### config.mk
export PLATFORM = sky130hd
export DESIGN_NAME = powerpc_logical_execute_unit_core_flat
export DESIGN_NICKNAME = d
export VERILOG_FILES = /design/src/design/plu_pkg.sv /design/src/design/plu_if.sv /design/src/design/plu_ram.sv /design/src/design/plu_alu.sv /design/src/design/powerpc_logical_execute_unit_core.sv /design/src/flat_wrapper.sv
export SDC_FILE = /design/constraint.sdc
export NUM_CORES = 2
export LEC_CHECK = 0
export BUFFER_PORTS_ARGS = -buffer_cell sky130_fd_sc_hd__buf_4
export CAP_MARGIN = 20
export CELL_PAD_IN_SITES_DETAIL_PLACEMENT = 0
export CELL_PAD_IN_SITES_GLOBAL_PLACEMENT = 2
export CORE_ASPECT_RATIO = 1.1
export CORE_MARGIN = 2
export CORE_UTILIZATION = 40
export CTS_CLUSTER_DIAMETER = 120
export DETAILED_ROUTE_END_ITERATION = 8
export PLACE_DENSITY_LB_ADDON = 0.1
export REMOVE_ABC_BUFFERS = 1
export SYNTH_ARGS = -nofsm -noshare
export SYNTH_HDL_FRONTEND = slang
export SYNTH_SLANG_ARGS = --single-unit
### constraint.sdc
create_clock -name i_clk -period 13.9 [get_ports i_clk]
set_input_delay 0.695 -clock i_clk [delete_from_list [all_inputs] [get_ports i_clk]]
set_output_delay 0.695 -clock i_clk [all_outputs]
set_load 0.1 [all_outputs]
### src/design/plu_pkg.sv
package plu_pkg;

    localparam int REG_COUNT_DEFAULT = 32;
    localparam int DATA_W            = 32;
    localparam int IDX_W             = 5;
    localparam int IMM_W             = 16;
    localparam int CMD_W             = 4;
    localparam int CR_W              = 4;
    localparam int CLZ_W             = 6;

    typedef logic [CMD_W-1:0]  t_cmd;
    typedef logic [IDX_W-1:0]  t_idx;
    typedef logic [DATA_W-1:0] t_word;
    typedef logic [IMM_W-1:0]  t_imm;
    typedef logic [CR_W-1:0]   t_cr;

    localparam t_cmd CMD_ORI    = 4'd0;
    localparam t_cmd CMD_ORIS   = 4'd1;
    localparam t_cmd CMD_OR     = 4'd2;
    localparam t_cmd CMD_AND    = 4'd3;
    localparam t_cmd CMD_ANDI   = 4'd4;
    localparam t_cmd CMD_ANDIS  = 4'd5;
    localparam t_cmd CMD_NOR    = 4'd6;
    localparam t_cmd CMD_ANDC   = 4'd7;
    localparam t_cmd CMD_XOR    = 4'd8;
    localparam t_cmd CMD_XORI   = 4'd9;
    localparam t_cmd CMD_XORIS  = 4'd10;
    localparam t_cmd CMD_NEG    = 4'd11;
    localparam t_cmd CMD_EXTSH  = 4'd12;
    localparam t_cmd CMD_EXTSB  = 4'd13;
    localparam t_cmd CMD_CNTLZW = 4'd14;

    localparam t_word MOST_NEGATIVE = 32'h8000_0000;

    typedef struct packed {
        t_cmd command;
        t_idx dest_index;
        t_idx first_source;
        t_idx second_source;
        t_imm immediate;
        logic record_flag;
        logic overflow_enable;
    } t_item;

    typedef struct packed {
        t_cr  cr0;
        logic ov;
        logic so;
    } t_flags;

    typedef struct packed {
        t_word  value;
        logic   write_en;
        logic   rec;
        t_flags flags;
    } t_alu_result;

    typedef struct packed {
        t_idx  written_index;
        t_word written_value;
        logic  cr0_written;
        t_cr   cr0_bits;
        logic  overflow_bit;
        logic  summary_overflow_bit;
    } t_result;

endpackage

### src/design/plu_if.sv
interface plu_in_if;
    logic           valid;
    logic           ready;
    plu_pkg::t_cmd  command;
    plu_pkg::t_idx  dest_index;
    plu_pkg::t_idx  first_source;
    plu_pkg::t_idx  second_source;
    plu_pkg::t_imm  immediate;
    logic           record_flag;
    logic           overflow_enable;

    modport source (
        output valid, command, dest_index, first_source, second_source,
               immediate, record_flag, overflow_enable,
        input  ready
    );
    modport sink (
        input  valid, command, dest_index, first_source, second_source,
               immediate, record_flag, overflow_enable,
        output ready
    );
endinterface

interface plu_out_if;
    logic           valid;
    logic           ready;
    plu_pkg::t_idx  written_index;
    plu_pkg::t_word written_value;
    logic           cr0_written;
    plu_pkg::t_cr   cr0_bits;
    logic           overflow_bit;
    logic           summary_overflow_bit;

    modport source (
        output valid, written_index, written_value, cr0_written, cr0_bits,
               overflow_bit, summary_overflow_bit,
        input  ready
    );
    modport sink (
        input  valid, written_index, written_value, cr0_written, cr0_bits,
               overflow_bit, summary_overflow_bit,
        output ready
    );
endinterface

### src/design/plu_ram.sv
module plu_ram #(
    parameter int WIDTH = 32,
    parameter int DEPTH = 32
) (
    input  logic                     i_clk,
    input  logic                     i_we,
    input  logic [$clog2(DEPTH)-1:0] i_waddr,
    input  logic [WIDTH-1:0]         i_wdata,
    input  logic [$clog2(DEPTH)-1:0] i_raddr_a,
    input  logic [$clog2(DEPTH)-1:0] i_raddr_b,
    output logic [WIDTH-1:0]         o_rdata_a,
    output logic [WIDTH-1:0]         o_rdata_b
);
    logic [WIDTH-1:0] r_mem [DEPTH];
    logic [WIDTH-1:0] r_rdata_a;
    logic [WIDTH-1:0] r_rdata_b;

    always_ff @(posedge i_clk) begin
        if (i_we) begin
            r_mem[i_waddr] <= i_wdata;
        end
        r_rdata_a <= r_mem[i_raddr_a];
        r_rdata_b <= r_mem[i_raddr_b];
    end

    assign o_rdata_a = r_rdata_a;
    assign o_rdata_b = r_rdata_b;
endmodule

### src/design/plu_alu.sv
module plu_alu (
    input  plu_pkg::t_cmd        i_command,
    input  plu_pkg::t_imm        i_immediate,
    input  logic                 i_record_flag,
    input  logic                 i_overflow_enable,
    input  plu_pkg::t_word       i_first_value,
    input  plu_pkg::t_word       i_second_value,
    input  plu_pkg::t_flags      i_flags,
    output plu_pkg::t_alu_result o_result
);
    import plu_pkg::*;

    function automatic logic [CLZ_W-1:0] count_lead(input t_word v);
        t_word            x;
        logic [CLZ_W-1:0] n;
        x = v;
        n = '0;
        if (v == '0) begin
            n = CLZ_W'(DATA_W);
        end else begin
            if (x[31:16] == '0) begin
                n[4] = 1'b1;
                x = x << 16;
            end
            if (x[31:24] == '0) begin
                n[3] = 1'b1;
                x = x << 8;
            end
            if (x[31:28] == '0) begin
                n[2] = 1'b1;
                x = x << 4;
            end
            if (x[31:30] == '0) begin
                n[1] = 1'b1;
                x = x << 2;
            end
            if (!x[31]) begin
                n[0] = 1'b1;
            end
        end
        return n;
    endfunction

    t_word s;
    t_word b;
    t_word imm_lo;
    t_word imm_hi;
    t_word value;
    logic  write_en;
    logic  rec;
    logic  ov_next;
    logic  so_next;

    assign s      = i_first_value;
    assign b      = i_second_value;
    assign imm_lo = {{(DATA_W-IMM_W){1'b0}}, i_immediate};
    assign imm_hi = {i_immediate, {(DATA_W-IMM_W){1'b0}}};

    always_comb begin
        value    = '0;
        write_en = 1'b1;
        rec      = i_record_flag;
        ov_next  = i_flags.ov;
        so_next  = i_flags.so;
        case (i_command)
            CMD_ORI: begin
                value = s | imm_lo;
                rec   = 1'b0;
            end
            CMD_ORIS: begin
                value = s | imm_hi;
                rec   = 1'b0;
            end
            CMD_OR:   value = s | b;
            CMD_AND:  value = s & b;
            CMD_ANDI: begin
                value = s & imm_lo;
                rec   = 1'b1;
            end
            CMD_ANDIS: begin
                value = s & imm_hi;
                rec   = 1'b1;
            end
            CMD_NOR:  value = ~(s | b);
            CMD_ANDC: value = s & ~b;
            CMD_XOR:  value = s ^ b;
            CMD_XORI: begin
                value = s ^ imm_lo;
                rec   = 1'b0;
            end
            CMD_XORIS: begin
                value = s ^ imm_hi;
                rec   = 1'b0;
            end
            CMD_NEG: begin
                value = ~s + t_word'(1);
                if (i_overflow_enable) begin
                    ov_next = (s == MOST_NEGATIVE);
                    so_next = i_flags.so | (s == MOST_NEGATIVE);
                end
            end
            CMD_EXTSH: value = {{(DATA_W-16){s[15]}}, s[15:0]};
            CMD_EXTSB: value = {{(DATA_W-8){s[7]}}, s[7:0]};
            CMD_CNTLZW: value = {{(DATA_W-CLZ_W){1'b0}}, count_lead(s)};
            default: begin
                write_en = 1'b0;
                rec      = 1'b0;
            end
        endcase
    end

    always_comb begin
        o_result.value    = value;
        o_result.write_en = write_en;
        o_result.rec      = rec;
        o_result.flags.ov = ov_next;
        o_result.flags.so = so_next;
        if (rec) begin
            o_result.flags.cr0 = {value[DATA_W-1], !value[DATA_W-1] && (value != '0),
                                  value == '0, so_next};
        end else begin
            o_result.flags.cr0 = i_flags.cr0;
        end
    end
endmodule

### src/design/powerpc_logical_execute_unit_core.sv
// Logical execute unit for decoded PowerPC integer logical instructions.
// i_cmd carries one decoded instruction per item (command, register indexes,
// immediate, Rc and OE bits); o_res returns one item per instruction with the
// written register, its new value, CR0 and the XER OV/SO bits after it.
// Both channels use valid/ready; an item moves when both are high.
// The accepting edge registers the item and also the register file read (a
// two-port RAM with registered read); the ALU computes from that read stage
// and its result is loaded into the output register when the stage advances.
// Throughput is one item per cycle while o_res does not stall; a result
// written back is forwarded to the following item.
// Reset clears the register file (per-entry valid bits), CR0, OV and SO and
// empties both stages; items are taken once reset is released.
// When o_res stalls, the output register holds its item, the read stage holds
// one more, and i_cmd.ready drops once both are full.
module powerpc_logical_execute_unit_core #(
    parameter int REG_COUNT = plu_pkg::REG_COUNT_DEFAULT
) (
    input  logic      i_clk,
    input  logic      i_rst_n,
    plu_in_if.sink    i_cmd,
    plu_out_if.source o_res
);
    import plu_pkg::*;

    localparam int ADDR_W = (REG_COUNT > 1) ? $clog2(REG_COUNT) : 1;

    logic                 in_fire;
    logic                 advance;
    logic                 s1_fire;
    logic                 r_s1_valid;
    t_item                r_s1;
    logic                 r_hit_a;
    logic                 r_hit_b;
    t_word                r_byp;
    logic [REG_COUNT-1:0] r_valid;
    t_flags               r_flags;
    logic                 r_out_valid;
    t_result              r_out;

    logic [ADDR_W-1:0] raddr_a;
    logic [ADDR_W-1:0] raddr_b;
    logic [ADDR_W-1:0] waddr;
    logic              we;
    t_word             rdata_a;
    t_word             rdata_b;
    t_word             val_a;
    t_word             val_b;
    logic              a_in_range;
    logic              b_in_range;
    logic              d_in_range;
    t_alu_result       alu;

    assign advance     = !r_out_valid || o_res.ready;
    assign s1_fire     = r_s1_valid && advance;
    assign i_cmd.ready = !r_s1_valid || advance;
    assign in_fire     = i_cmd.valid && i_cmd.ready;

    assign raddr_a = in_fire ? i_cmd.first_source[ADDR_W-1:0]  : r_s1.first_source[ADDR_W-1:0];
    assign raddr_b = in_fire ? i_cmd.second_source[ADDR_W-1:0] : r_s1.second_source[ADDR_W-1:0];

    assign a_in_range = 32'(r_s1.first_source) < 32'(REG_COUNT);
    assign b_in_range = 32'(r_s1.second_source) < 32'(REG_COUNT);
    assign d_in_range = 32'(r_s1.dest_index) < 32'(REG_COUNT);

    assign waddr = r_s1.dest_index[ADDR_W-1:0];
    assign we    = s1_fire && alu.write_en && d_in_range;

    plu_ram #(
        .WIDTH (DATA_W),
        .DEPTH (REG_COUNT)
    ) u_regs (
        .i_clk     (i_clk),
        .i_we      (we),
        .i_waddr   (waddr),
        .i_wdata   (alu.value),
        .i_raddr_a (raddr_a),
        .i_raddr_b (raddr_b),
        .o_rdata_a (rdata_a),
        .o_rdata_b (rdata_b)
    );

    always_comb begin
        if (r_hit_a) begin
            val_a = r_byp;
        end else if (a_in_range && r_valid[r_s1.first_source[ADDR_W-1:0]]) begin
            val_a = rdata_a;
        end else begin
            val_a = '0;
        end
        if (r_hit_b) begin
            val_b = r_byp;
        end else if (b_in_range && r_valid[r_s1.second_source[ADDR_W-1:0]]) begin
            val_b = rdata_b;
        end else begin
            val_b = '0;
        end
    end

    plu_alu u_alu (
        .i_command         (r_s1.command),
        .i_immediate       (r_s1.immediate),
        .i_record_flag     (r_s1.record_flag),
        .i_overflow_enable (r_s1.overflow_enable),
        .i_first_value     (val_a),
        .i_second_value    (val_b),
        .i_flags           (r_flags),
        .o_result          (alu)
    );

    always_ff @(posedge i_clk) begin
        if (!i_rst_n) begin
            r_s1_valid  <= 1'b0;
            r_out_valid <= 1'b0;
            r_valid     <= '0;
            r_flags     <= '0;
        end else begin
            if (i_cmd.ready) begin
                r_s1_valid <= in_fire;
            end
            if (advance) begin
                r_out_valid <= r_s1_valid;
            end
            if (we) begin
                r_valid[waddr] <= 1'b1;
            end
            if (s1_fire) begin
                r_flags <= alu.flags;
            end
        end
    end

    always_ff @(posedge i_clk) begin
        if (in_fire) begin
            r_s1.command         <= i_cmd.command;
            r_s1.dest_index      <= i_cmd.dest_index;
            r_s1.first_source    <= i_cmd.first_source;
            r_s1.second_source   <= i_cmd.second_source;
            r_s1.immediate       <= i_cmd.immediate;
            r_s1.record_flag     <= i_cmd.record_flag;
            r_s1.overflow_enable <= i_cmd.overflow_enable;
            r_hit_a <= we && (i_cmd.first_source == r_s1.dest_index);
            r_hit_b <= we && (i_cmd.second_source == r_s1.dest_index);
        end
        if (we) begin
            r_byp <= alu.value;
        end
        if (s1_fire) begin
            r_out.written_index        <= r_s1.dest_index;
            r_out.written_value        <= alu.value;
            r_out.cr0_written          <= alu.rec;
            r_out.cr0_bits             <= alu.flags.cr0;
            r_out.overflow_bit         <= alu.flags.ov;
            r_out.summary_overflow_bit <= alu.flags.so;
        end
    end

    assign o_res.valid                = r_out_valid;
    assign o_res.written_index        = r_out.written_index;
    assign o_res.written_value        = r_out.written_value;
    assign o_res.cr0_written          = r_out.cr0_written;
    assign o_res.cr0_bits             = r_out.cr0_bits;
    assign o_res.overflow_bit         = r_out.overflow_bit;
    assign o_res.summary_overflow_bit = r_out.summary_overflow_bit;
endmodule
### src/flat_wrapper.sv
// flat-port wrapper written by rule: the top's interface ports become plain ports
module powerpc_logical_execute_unit_core_flat import plu_pkg::*;
#(
    parameter int REG_COUNT = plu_pkg::REG_COUNT_DEFAULT
)
  (i_clk, i_rst_n, i_cmd_valid, i_cmd_command, i_cmd_dest_index, i_cmd_first_source, i_cmd_second_source, i_cmd_immediate, i_cmd_record_flag, i_cmd_overflow_enable, i_cmd_ready, o_res_valid, o_res_written_index, o_res_written_value, o_res_cr0_written, o_res_cr0_bits, o_res_overflow_bit, o_res_summary_overflow_bit, o_res_ready);
  plu_in_if i_cmd_i ();
  plu_out_if o_res_i ();
  input  logic i_clk;
  input  logic i_rst_n;
  input wire logic [$bits(i_cmd_i.valid)-1:0] i_cmd_valid;
  input wire logic [$bits(i_cmd_i.command)-1:0] i_cmd_command;
  input wire logic [$bits(i_cmd_i.dest_index)-1:0] i_cmd_dest_index;
  input wire logic [$bits(i_cmd_i.first_source)-1:0] i_cmd_first_source;
  input wire logic [$bits(i_cmd_i.second_source)-1:0] i_cmd_second_source;
  input wire logic [$bits(i_cmd_i.immediate)-1:0] i_cmd_immediate;
  input wire logic [$bits(i_cmd_i.record_flag)-1:0] i_cmd_record_flag;
  input wire logic [$bits(i_cmd_i.overflow_enable)-1:0] i_cmd_overflow_enable;
  output wire logic [$bits(i_cmd_i.ready)-1:0] i_cmd_ready;
  output wire logic [$bits(o_res_i.valid)-1:0] o_res_valid;
  output wire logic [$bits(o_res_i.written_index)-1:0] o_res_written_index;
  output wire logic [$bits(o_res_i.written_value)-1:0] o_res_written_value;
  output wire logic [$bits(o_res_i.cr0_written)-1:0] o_res_cr0_written;
  output wire logic [$bits(o_res_i.cr0_bits)-1:0] o_res_cr0_bits;
  output wire logic [$bits(o_res_i.overflow_bit)-1:0] o_res_overflow_bit;
  output wire logic [$bits(o_res_i.summary_overflow_bit)-1:0] o_res_summary_overflow_bit;
  input wire logic [$bits(o_res_i.ready)-1:0] o_res_ready;
  assign i_cmd_i.valid = i_cmd_valid;
  assign i_cmd_i.command = i_cmd_command;
  assign i_cmd_i.dest_index = i_cmd_dest_index;
  assign i_cmd_i.first_source = i_cmd_first_source;
  assign i_cmd_i.second_source = i_cmd_second_source;
  assign i_cmd_i.immediate = i_cmd_immediate;
  assign i_cmd_i.record_flag = i_cmd_record_flag;
  assign i_cmd_i.overflow_enable = i_cmd_overflow_enable;
  assign i_cmd_ready = i_cmd_i.ready;
  assign o_res_valid = o_res_i.valid;
  assign o_res_written_index = o_res_i.written_index;
  assign o_res_written_value = o_res_i.written_value;
  assign o_res_cr0_written = o_res_i.cr0_written;
  assign o_res_cr0_bits = o_res_i.cr0_bits;
  assign o_res_overflow_bit = o_res_i.overflow_bit;
  assign o_res_summary_overflow_bit = o_res_i.summary_overflow_bit;
  assign o_res_i.ready = o_res_ready;
  powerpc_logical_execute_unit_core #(.REG_COUNT(REG_COUNT)) u_core (.i_clk(i_clk), .i_rst_n(i_rst_n), .i_cmd(i_cmd_i), .o_res(o_res_i));
endmodule
==> impl_metrics.tcl <==
set metrics [dict create \
    status "complete, no violations" \
    start_kind "flop" \
    rsz0062_at_grt "false" \
    clockRootBuffer "clkbuf_16" \
    ys.warnings.count 0 \
    maxCapViolations 0 \
    critPathCaptureType "flop" \
    path_max_fanout 41 \
    start_util_pct 40.27 \
    drt_pass1_iterations 6 \
    final_hold_viol_count 0 \
    syn_to_final_growth_pct 13.77 \
    mostFrequentLayoutCell "edfxtp_1" \
    fin_crit_sh_pct 54.52 \
    cts_inserted_buffers 139 \
    tightest_slew_ns 1.164 \
    slew_headroom_pct 22.19 \
    synth.cell_area_mm2 0.06122 \
    path_class "flop to flop" \
    seq_area_frac_synth_pct 59.27 \
    wire_per_inst_um 36.13 \
    fin_skew_ns 0.04510 \
    overflow 0 \
    io_buffers 86 \
    setup_violations 0 \
    syn_inst 4211 \
    preCtsSetupSlack_ns 6.510 \
    drc 0 \
    ctsHtreeMaxLevel 4 \
    routabilityCongestion 1.014 \
    post-route-util_pct 45.82 \
    place_hpwl_um 132500 \
    die-area_mm2 0.1562 \
    antenna_found_initial 11 \
    fin_nets 4430 \
    period_needed_ns 7.579 \
    crit_arrival_ns 8.29 \
    ant_nets 0 \
    clock_path_buffers 3 \
    vdd_drop_max_mv 0.09111 \
    vias 40660 \
    synth_edf_count 1139 \
    path_clk_slew_ns 0.06 \
    tritoncts "yes" \
    avgSynthCellArea_um2 14.54 \
    fmax_mhz 131.9 \
    route.met2.wl_um 110400 \
    die_x_um 377.0 \
    grt_max_degree 113 \
    drt_iter0_markers 4575 \
    powerDensity_mw_per_mm2 139.5 \
    track_usage_pct 29.49 \
    setup_slack_ns 6.321 \
    cp.required_ns 14.61 \
    synth-seq-cells 1243 \
    highest_layer "met5" \
    cts_resized 0 \
    routed_wl_um 230800 \
    ys.flop_type "edfxtp_1" \
    routed_via_density 6.365 \
    p_leak_nw 23.44 \
    cts.sinks 1243 \
    hold_class "input pin to flop" \
    layout_common_cells "edfxtp_1 (1139), nand2_1 (677), mux4_2 (520)" \
    final_max_slew_viol_count 0 \
    drt-met1-wl_um 95600 \
    p_total_mw 9.717 \
    clkLatencyLatePin_ns 0.83 \
    dr_wl_met3_um 16800 \
    row_count 150 \
    grt_pass1_wl_um 319600 \
    core_mm2 0.1520 \
    async_flop_share_pct 0 \
    grt_pass1_vias 40380 \
    io_pins 87 \
    synth_cell_types 92 \
    drive_gt1_share_pct 23.87 \
    fp.dieH_um 414.3 \
]
timing repair:
| action | in CTS | in global routing |
|---|---|---|
| hold buffers | 13 | 0 |
| endpoints found under the hold margin | 13 | 0 |
| buffers inserted | 0 | 0 |
stage by stage:
step           hold WS [ns]  setup TNS (ns)  std cells  cell area [um^2]
3_5_place_dp         0.4501               0       6108             64760
4_1_cts            0.001957               0       6378             69500
2_1_floorplan        0.4293         -902.31       3906             59990
3_3_place_gp         0.4408               0       6106             64720
6_report            0.06452               0       6388             69650
5_1_grt             0.02312               0       6385             69640
critical path: stages, from the launching register on:
cell       delay, ns
edfxtp_1        0.92
mux4_1          0.64
mux2i_1         0.23
a22o_1          0.60
nor3_4          0.04
buf_4           0.32
a21boi_0        0.51
ha_1            0.44
nand3_1         0.18
o22ai_1         0.54
o22ai_1         0.38
and2_1          0.27
a2111oi_2       0.33
inv_1           0.52
or4b_1          0.66
or4_1           0.55
o41ai_2         0.28
path summary, 6_finish.rpt:
| check | from | to | slack [ns] | cells after the start |
|---|---|---|---|---|
| max | u_core.r_s1[23] | u_core.r_flags[3] | 6.32 | 16 |
| min | i_cmd_immediate[12] | u_core.r_s1[14] | 0.06 | 1 |
| max reg2reg | u_core.r_s1[23] | u_core.r_flags[3] | 6.32 | 16 |
| min reg2reg | u_core.r_flags[0] | u_core.r_flags[0] | 0.47 | 2 |
state kept, by name, summed over array words and instances (netlist names), 6 cells and up:
signal,count
u_core.o_res.written_value,32
u_core.r_byp,32
u_core.r_flags,6
u_core.r_s1,32
u_core.r_valid,32
u_core.u_regs.o_rdata_a,32
u_core.u_regs.o_rdata_b,32
u_core.u_regs.r_mem,1024
cell type report:
| type | instances | area [um^2] |
|---|---|---|
| multi-input combinational | 2589 | 23920 |
| sequential | 1243 | 36280 |
| timing repair buffer | 245 | 2082 |
| tap | 1976 | 2472 |
| clock buffer | 193 | 3751 |
| clock inverter | 64 | 854.6 |
| antenna | 4 | 10.01 |
| inverter | 74 | 277.8 |
| fill | 13410 | 82370 |
cell families after synthesis:
logic type / synth area share (%)
AND/OR/NAND/NOR: 10.03
flip-flops: 59.27
multiplexers: 20.27
AO/OA/AOI/OAI: 5.434
buffers and inverters: 2.469
adder cells (fa/ha/maj): 1.982
XOR/XNOR: 0.5436
Yosys cell counts, types with 52 or more instances:
library cell | instances | share of area [%]
o21ai_0 | 129 | 1.1
clkbuf_1 | 197 | 1.2
dfxtp_1 | 104 | 3.4
mux4_2 | 520 | 19
nor2_1 | 191 | 1.2
edfxtp_1 | 1139 | 56
buf_1 | 92 | 0.56
nand3_1 | 360 | 2.9
inv_1 | 73 | 0.45
a21oi_1 | 67 | 0.55
mux2i_1 | 52 | 0.85
nand2_1 | 678 | 4.2
ha_1 | 97 | 2.0
power by group:
part	internal (mW)	total, mW	switching, mW
clock network	2.14	3.73	1.59
registers	4.36	4.48	0.120
logic	0.487	1.51	1.02
total	6.99	9.72	2.73
metal layers:
metal  GRT usage [%]  vias to the layer above
li1                -                    16860
met4           10.11                        2
met5               0                        -
met2           47.44                     1782
met3           5.233                      375
met1           40.44                    21640
Power figures use the tool's default switching activity.
